===== src/hw/rtl/smi_pkg.sv =====
// smi_pkg: shared types and codes for the selective message inbox.
// No dependencies.
package smi_pkg;

	localparam int INBOX_DEPTH_DEF = 16;
	localparam int RING_DEPTH_DEF  = 16;

	typedef enum logic [1:0] {
		OP_DELIVER = 2'd0,
		OP_POLL    = 2'd1,
		OP_TYPED   = 2'd2,
		OP_RSVD    = 2'd3
	} op_t;

	typedef enum logic [2:0] {
		ST_READY     = 3'd0,
		ST_NONE      = 3'd1,
		ST_FULL      = 3'd2,
		ST_DELIVERED = 3'd3,
		ST_OVERFLOW  = 3'd4
	} status_t;

	typedef enum logic [3:0] {
		S_IDLE,
		S_IB_RD,
		S_IB_CHK,
		S_RG_RD,
		S_RG_CHK,
		S_CMP_RD,
		S_CMP_WR,
		S_DONE
	} fsm_t;

	typedef struct packed {
		logic [31:0] mtype;
		logic [15:0] sender;
		logic [63:0] payload;
	} msg_t;

endpackage


===== src/hw/rtl/selective_message_inbox.sv =====
// Selective message inbox: arrival ring feeding an ordered deferred inbox.
// Deliver goes straight to the result; plain poll takes the inbox head, compacting
// the inbox, or the ring head if the inbox is empty; typed poll scans the inbox
// (compacting on a match), then drains ring messages, deferring non-matches to the
// inbox tail. One item in flight; the next is taken the cycle after the result leaves.
// Reset (arst_n low) clears counts, pointers and the FSM; memory contents are kept.
// Depends on smi_pkg.
module selective_message_inbox #(
	parameter int INBOX_DEPTH = smi_pkg::INBOX_DEPTH_DEF,
	parameter int RING_DEPTH  = smi_pkg::RING_DEPTH_DEF
) (
	input  logic         clk,
	input  logic         arst_n,
	input  logic         s_tvalid,
	output logic         s_tready,
	// tdata: op[1:0], msg_type[33:2], msg_sender[49:34], msg_payload[113:50],
	// want_type[145:114], want_sender[162:146], zero fill to 168
	input  logic [167:0] s_tdata,
	output logic         m_tvalid,
	input  logic         m_tready,
	// tdata: status[2:0], out_type[34:3], out_sender[50:35],
	// out_payload[114:51], pending_count[119:115]
	output logic [119:0] m_tdata
);

	localparam int IW = (INBOX_DEPTH > 1) ? $clog2(INBOX_DEPTH) : 1;
	localparam int RW = (RING_DEPTH > 1) ? $clog2(RING_DEPTH) : 1;
	localparam int IC = $clog2(INBOX_DEPTH + 1);
	localparam int RC = $clog2(RING_DEPTH + 1);

	// storage: one simple dual-port RAM per queue
	smi_pkg::msg_t inbox_mem [INBOX_DEPTH];
	smi_pkg::msg_t ring_mem  [RING_DEPTH];

	smi_pkg::fsm_t state_q, state_d;

	logic [IC-1:0] inbox_used_q;
	logic [RC-1:0] ring_used_q;
	logic [RW-1:0] ring_head_q;
	logic [IC-1:0] idx_q;      // scan / compaction index
	logic [IC-1:0] drained_q;  // ring messages deferred to the inbox this poll
	logic [1:0]    op_q;
	logic [31:0]   want_type_q;
	logic signed [16:0] want_sender_q;
	smi_pkg::msg_t msg_q, got_q;
	logic [2:0]    status_q;
	logic          m_valid_q;
	logic [119:0]  m_data_q;

	// registered memory reads
	smi_pkg::msg_t ib_rd_s1, rg_rd_s1;
	logic [IW-1:0] ib_raddr;

	// memory write paths: compaction, deferral and delivery
	logic          ib_we;
	logic [IW-1:0] ib_waddr;
	smi_pkg::msg_t ib_wdata;
	logic          rg_we;
	logic [RW-1:0] rg_waddr;

	logic [RW-1:0] ring_tail;
	logic          ib_match, rg_match;

	function automatic logic is_match(smi_pkg::msg_t m, logic [31:0] wt,
			logic signed [16:0] ws);
		logic snd_ok;
		snd_ok = (ws <= 17'sd0) || ({1'b0, m.sender} == ws);
		return (m.mtype == wt) && snd_ok;
	endfunction

	assign ib_match = is_match(ib_rd_s1, want_type_q, want_sender_q);
	assign rg_match = is_match(rg_rd_s1, want_type_q, want_sender_q);
	assign ring_tail = RW'((RC+1)'(ring_head_q) + (RC+1)'(ring_used_q)
		- ((RC+1)'(ring_head_q) + (RC+1)'(ring_used_q) >= (RC+1)'(RING_DEPTH)
		? (RC+1)'(RING_DEPTH) : '0));

	assign s_tready = (state_q == smi_pkg::S_IDLE) && !m_valid_q;
	assign m_tvalid = m_valid_q;
	assign m_tdata  = m_data_q;

	// memories
	always_ff @(posedge clk) begin
		if (ib_we) begin
			inbox_mem[ib_waddr] <= ib_wdata;
		end
		ib_rd_s1 <= inbox_mem[ib_raddr];
	end

	always_ff @(posedge clk) begin
		if (rg_we) begin
			ring_mem[rg_waddr] <= msg_q;
		end
		rg_rd_s1 <= ring_mem[ring_head_q];
	end

	// next state
	always_comb begin
		state_d = state_q;
		unique case (state_q)
			smi_pkg::S_IDLE: begin
				if (s_tvalid && s_tready) begin
					unique case (smi_pkg::op_t'(s_tdata[1:0]))
						smi_pkg::OP_DELIVER: state_d = smi_pkg::S_DONE;
						smi_pkg::OP_POLL: begin
							if (inbox_used_q != '0)     state_d = smi_pkg::S_IB_RD;
							else if (ring_used_q != '0) state_d = smi_pkg::S_RG_RD;
							else                        state_d = smi_pkg::S_DONE;
						end
						smi_pkg::OP_TYPED: begin
							if (inbox_used_q != '0) state_d = smi_pkg::S_IB_RD;
							else                    state_d = smi_pkg::S_RG_RD;
						end
						default: state_d = smi_pkg::S_DONE;
					endcase
				end
			end
			smi_pkg::S_IB_RD:  state_d = smi_pkg::S_IB_CHK;
			smi_pkg::S_IB_CHK: begin
				priority if (op_q == smi_pkg::OP_POLL || ib_match)
					state_d = smi_pkg::S_CMP_RD;
				else if (idx_q + 1'b1 < inbox_used_q)
					state_d = smi_pkg::S_IB_RD;
				else
					state_d = smi_pkg::S_RG_RD;
			end
			smi_pkg::S_RG_RD: begin
				priority if (op_q == smi_pkg::OP_POLL) state_d = smi_pkg::S_RG_CHK;
				else if (drained_q >= IC'(INBOX_DEPTH)) state_d = smi_pkg::S_DONE;
				else if (inbox_used_q >= IC'(INBOX_DEPTH)) state_d = smi_pkg::S_DONE;
				else if (ring_used_q == '0) state_d = smi_pkg::S_DONE;
				else state_d = smi_pkg::S_RG_CHK;
			end
			smi_pkg::S_RG_CHK: begin
				if (op_q == smi_pkg::OP_POLL || rg_match) state_d = smi_pkg::S_DONE;
				else                                      state_d = smi_pkg::S_RG_RD;
			end
			smi_pkg::S_CMP_RD: begin
				if (idx_q + 1'b1 < inbox_used_q) state_d = smi_pkg::S_CMP_WR;
				else                              state_d = smi_pkg::S_DONE;
			end
			smi_pkg::S_CMP_WR: state_d = smi_pkg::S_CMP_RD;
			smi_pkg::S_DONE:   state_d = smi_pkg::S_IDLE;
			default:           state_d = smi_pkg::S_IDLE;
		endcase
	end

	// memory controls
	always_comb begin
		ib_raddr = IW'(idx_q);
		ib_we    = 1'b0;
		ib_waddr = IW'(idx_q);
		ib_wdata = ib_rd_s1;
		rg_we    = 1'b0;
		rg_waddr = ring_tail;
		unique case (state_q)
			smi_pkg::S_CMP_RD: ib_raddr = IW'(idx_q + 1'b1);
			smi_pkg::S_CMP_WR: ib_we = 1'b1;
			smi_pkg::S_RG_CHK: begin
				// defer non-match to inbox tail
				ib_we    = (op_q != smi_pkg::OP_POLL) && !rg_match;
				ib_waddr = IW'(inbox_used_q);
				ib_wdata = rg_rd_s1;
			end
			smi_pkg::S_DONE: rg_we = (op_q == smi_pkg::OP_DELIVER)
				&& (status_q == smi_pkg::ST_DELIVERED);
			default: ;
		endcase
	end

	always_ff @(posedge clk or negedge arst_n) begin
		if (!arst_n) begin
			state_q      <= smi_pkg::S_IDLE;
			inbox_used_q <= '0;
			ring_used_q  <= '0;
			ring_head_q  <= '0;
			m_valid_q    <= 1'b0;
		end else begin
			state_q <= state_d;
			if (m_valid_q && m_tready) begin
				m_valid_q <= 1'b0;
			end
			unique case (state_q)
				smi_pkg::S_IDLE: begin
					if (s_tvalid && s_tready) begin
						op_q          <= s_tdata[1:0];
						msg_q         <= {s_tdata[33:2], s_tdata[49:34], s_tdata[113:50]};
						want_type_q   <= s_tdata[145:114];
						want_sender_q <= s_tdata[162:146];
						idx_q         <= '0;
						drained_q     <= '0;
						got_q         <= '0;
						status_q      <= smi_pkg::ST_NONE;
						if (s_tdata[1:0] == smi_pkg::OP_DELIVER) begin
							status_q <= (ring_used_q >= RC'(RING_DEPTH))
								? smi_pkg::ST_OVERFLOW : smi_pkg::ST_DELIVERED;
						end
					end
				end
				smi_pkg::S_IB_CHK: begin
					if (op_q == smi_pkg::OP_POLL || ib_match) begin
						got_q    <= ib_rd_s1;
						status_q <= smi_pkg::ST_READY;
					end else begin
						idx_q <= idx_q + 1'b1;
					end
				end
				smi_pkg::S_RG_RD: begin
					if (op_q == smi_pkg::OP_TYPED && drained_q < IC'(INBOX_DEPTH)
							&& inbox_used_q >= IC'(INBOX_DEPTH)) begin
						status_q <= smi_pkg::ST_FULL;
					end
				end
				smi_pkg::S_RG_CHK: begin
					ring_used_q <= ring_used_q - 1'b1;
					ring_head_q <= (32'(ring_head_q) == RING_DEPTH - 1) ? '0
						: ring_head_q + 1'b1;
					if (op_q == smi_pkg::OP_POLL || rg_match) begin
						got_q    <= rg_rd_s1;
						status_q <= smi_pkg::ST_READY;
					end else begin
						inbox_used_q <= inbox_used_q + 1'b1;
						drained_q    <= drained_q + 1'b1;
					end
				end
				smi_pkg::S_CMP_RD: begin
					if (!(idx_q + 1'b1 < inbox_used_q)) begin
						inbox_used_q <= inbox_used_q - 1'b1;
					end
				end
				smi_pkg::S_CMP_WR: idx_q <= idx_q + 1'b1;
				smi_pkg::S_DONE: begin
					if (rg_we) begin
						ring_used_q <= ring_used_q + 1'b1;
					end
					m_valid_q <= 1'b1;
					m_data_q  <= {5'(inbox_used_q), got_q.payload, got_q.sender,
						got_q.mtype, status_q};
				end
				default: ;
			endcase
		end
	end

endmodule


===== config.mk =====
export PLATFORM = sky130hd
export DESIGN_NAME = selective_message_inbox
export DESIGN_NICKNAME = d
export VERILOG_FILES = /design/src/hw/rtl/smi_pkg.sv /design/src/hw/rtl/selective_message_inbox.sv
export SDC_FILE = /design/constraint.sdc
export NUM_CORES = 2
export LEC_CHECK = 0
export ABC_CLOCK_PERIOD_IN_PS = 17950
export BUFFER_PORTS_ARGS = -buffer_cell sky130_fd_sc_hd__buf_2
export CAP_MARGIN = 20
export CORE_MARGIN = 2
export CORE_UTILIZATION = 45
export CTS_CLUSTER_SIZE = 40
export DETAILED_ROUTE_END_ITERATION = 8
export HOLD_SLACK_MARGIN = 0.03
export PLACE_DENSITY = 0.59
export SLEW_MARGIN = 20
export SYNTH_ARGS = -nofsm -noshare
export SYNTH_HDL_FRONTEND = slang
export SYNTH_SLANG_ARGS = --single-unit

===== constraint.sdc =====
create_clock -name clk -period 17.95 [get_ports clk]
set_clock_uncertainty 0.1 [all_clocks]
set_input_delay 1.795 -clock clk [delete_from_list [all_inputs] [get_ports clk]]
set_output_delay 1.795 -clock clk [all_outputs]
set_load 0.03 [all_outputs]

==> metrics.yaml <==
outcome:
  status: "finished clean"
critical_path:
  worst_setup_path_end_kind: "flip-flop"
  worst_path_max_delay_cell: "buf_4"
  crit_chain: "nand2_2 -> a21oi_4 -> buf_4 -> buf_4 -> buf_4 -> buf_4 -> buf_4 -> mux4_2 -> mux4_2"
  crit_arrival_ps: 7280
  worst_path_most_repeated_cell: "buf_4"
  start_kind: "flip-flop"
  startpoint: "state_q[0]$_DFFE_PN0N_"
  critical-path-max-stage-delay_ps: 890
  required_ps: 18660
  r2r_start: "state_q[0]$_DFFE_PN0N_"
  ff2ff_setup_slack_ps: 11380
  critPathKind: "flip-flop to flip-flop"
  cp_max_fo: 64
finish:
  area_delta_synth_final_pct: 13.7
  layout-drive-gt1-share_pct: 24.1
  nNetsFinal: 8103
  fillCellCount: 27200
  layoutNonFillerInstCount: 12900
place:
  hpwl_um: 204000
  gp_congestion: 0.763
  dp_cells: 12100
  portBuffers: 288
floorplanning:
  start_util_pct: 45.1
  io_pins: 294
  die_h_um: 596
  die_area_sq_mm: 0.355
  fp.coreArea_sq_mm: 0.349
  placementRows: 217
  die_x_um: 596
power:
  ir_drop_mv: 0.132
  p_leak_uw: 0.0580
  power_uw: 29800
  powerDensity_mw_per_mm2: 167
timing:
  period_share_pct: 36.6
  finalSetupViolations: 0
  finalWorstPathRequiredPeriod_ps: 6570
  rsz0062_at_grt: "no"
  relSlewSlack_pct: 24.4
  holdWs_ps: 317
  drv_slew: 0
  clock.fmax_mhz: 152
  tns_ps: 0
  worstMarginPinSlew_ps: 1130
  hold_viol: 0
clock_tree:
  cts_tree: "yes"
  cts_setup_buffers: 0
  clock_latency_ps: 960
  clkTransAtPathRegs_ps: 60
  hold_buffers: 0
  clock_sinks: 4234
  clockBufferDepth: 4
  ctsRootBufferMaster: "clkbuf_16"
  cts-resized-gates: 0
  htreeDepth: 5
  cts_buffers: 432
synthesis:
  mappedNetlistNets: 7603
  synthArstFlopShare_pct: 0.425
  ys_ff_latch: 4234
  synth_edf_count: 3992
  syn_avg_cell_area_sq_um: 21.3
  synthFlopType: "edfxtp_1"
  synth.distinct_cells: 55
  netlist_area_sq_mm: 0.157
  yosysWarningCount: 0
  syn_inst: 7409
  ys_seq_area_share_pct: 79.3
routing:
  drt_iter0_drc: 7661
  routed_wl_um: 397000
  first_pass_iters: 5
  detail_route.drc_violations: 0
  vias: 75700
  via_per_inst: 5.87
  ant_nets: 0
  wl_per_cell_um: 30.8
global_route:
  grt_pass1_vias: 77200
  track_usage_pct: 22.2
  grt-ovfl-total: 0
  antenna_found_initial: 43
  grt_max_degree: 132
  grt_pass1_wl_um: 563000
flow_run:
  maxCapViolCount: 0
worst_hold_path:
  hold_path.class: "flip-flop to flip-flop"
  min_from: "got_q[2]$_DFFE_PP_"
-- cell usage after synthesis (109+ instances only) --
library cell	n	area, sq um
a21oi_1	123	616
a22oi_1	113	848
nand2_1	627	2350
edfxtp_1	3992	120000
a221oi_1	112	981
mux2i_1	340	3400
mux2_2	114	1280
o21ai_0	238	1190
dfxtp_1	224	4480
mux4_2	784	17700
xnor2_1	109	955
clkbuf_1	216	811
-- flip-flops by register name, summed over array words and instances (netlist names) --
name,flops
got_q,112
m_tvalid,1
ib_rd_s1,112
want_sender_q,17
inbox_mem,1792
ring_mem,1792
state_q,3
want_type_q,32
status_q,3
idx_q,5
op_q,2
rg_rd_s1,112
msg_q,112
inbox_used_q,5
ring_head_q,4
ring_used_q,5
m_tdata,120
drained_q,5
-- kinds of logic after synthesis --
kind of cell	count (synthesis)	share of synthesized area, %
xor+xnor	119	0.674
simple gates	770	2.00
compound gates	652	2.66
mux	1238	14.2
fa+ha+maj	22	0.189
flops	4234	79.3
buf+inv	374	1.03
-- power breakdown --
| group | switching, uW | leakage, uW | internal, uW |
|---|---|---|---|
| registers | 677 | 0.0381 | 12700 |
| clock network | 3710 | 0.00693 | 5240 |
| logic | 4620 | 0.0129 | 2880 |
| total | 9010 | 0.0580 | 20800 |
-- metrics by stage --
step	utilization [%]	cell area (sq um)	setup slack, ps
CTS	51.3	179000	11160
finish	51.3	179000	11380
global placement	47.2	165000	11190
floorplan	-	157000	3890
detailed placement	47.2	165000	11160
global route	51.3	179000	11140
-- worst max-delay path, delay by kind of cell, from the launching register on --
kind	cells	cell delay (ps)
AO/OA/AOI/OAI	1	210
buffers and inverters	5	3840
flip-flops	1	770
multiplexers	2	900
AND/OR/NAND/NOR	1	310
-- metal layers --
metal | track usage (%) | up-vias | wire [um]
li1 | - | 31500 | -
met1 | 31.8 | 40900 | 170000
met2 | 35.9 | 2820 | 191000
met3 | 3.37 | 550 | 27200
met4 | 5.23 | 14 | 9160
met5 | 0 | - | 83
-- layout by cell type (no fill, tap or decap), drive strengths merged, types with 18 or more instances in the layout --
cell type / instances
ha: 19
edfxtp: 3992
a22oi: 113
nand2: 628
a221oi: 112
mux2: 114
buf: 427
clkbuf: 582
inv: 27
clkinv: 159
dfxtp: 224
o21ai: 238
xnor2: 110
nand4: 26
nor2: 43
dfrtp: 18
bufinv: 41
mux4: 784
a21oi: 123
mux2i: 340
nor4: 22
a22o: 34
-- path summary, 6_finish.rpt --
| check | endpoint | depth (start not counted) |
|---|---|---|
| max in group asynchronous | ring_head_q[0]$_DFFE_PN0P_ | 1 |
| worst min register to register | m_tdata[53]$_DFFE_PP_ | 0 |
| min in group asynchronous | ring_head_q[1]$_DFFE_PN0P_ | 1 |
| worst max register to register | ib_rd_s1[39]$_DFF_P_ | 9 |
| worst min-delay path | m_tdata[53]$_DFFE_PP_ | 0 |
| worst max-delay path | ib_rd_s1[39]$_DFF_P_ | 9 |
-- layout make-up --
class	count	area, sq um	area share, %
clock inverter	227	2290	1.28
clock buffer	582	11900	6.66
multi-input combinational	2801	31300	17.5
inverter	13	50.0	0.0280
antenna	12	30.0	0.0168
sequential	4234	125000	69.7
tap	4599	5750	3.21
timing repair buffer	427	2820	1.58
Note: power is estimated with default switching activity, not from simulation.
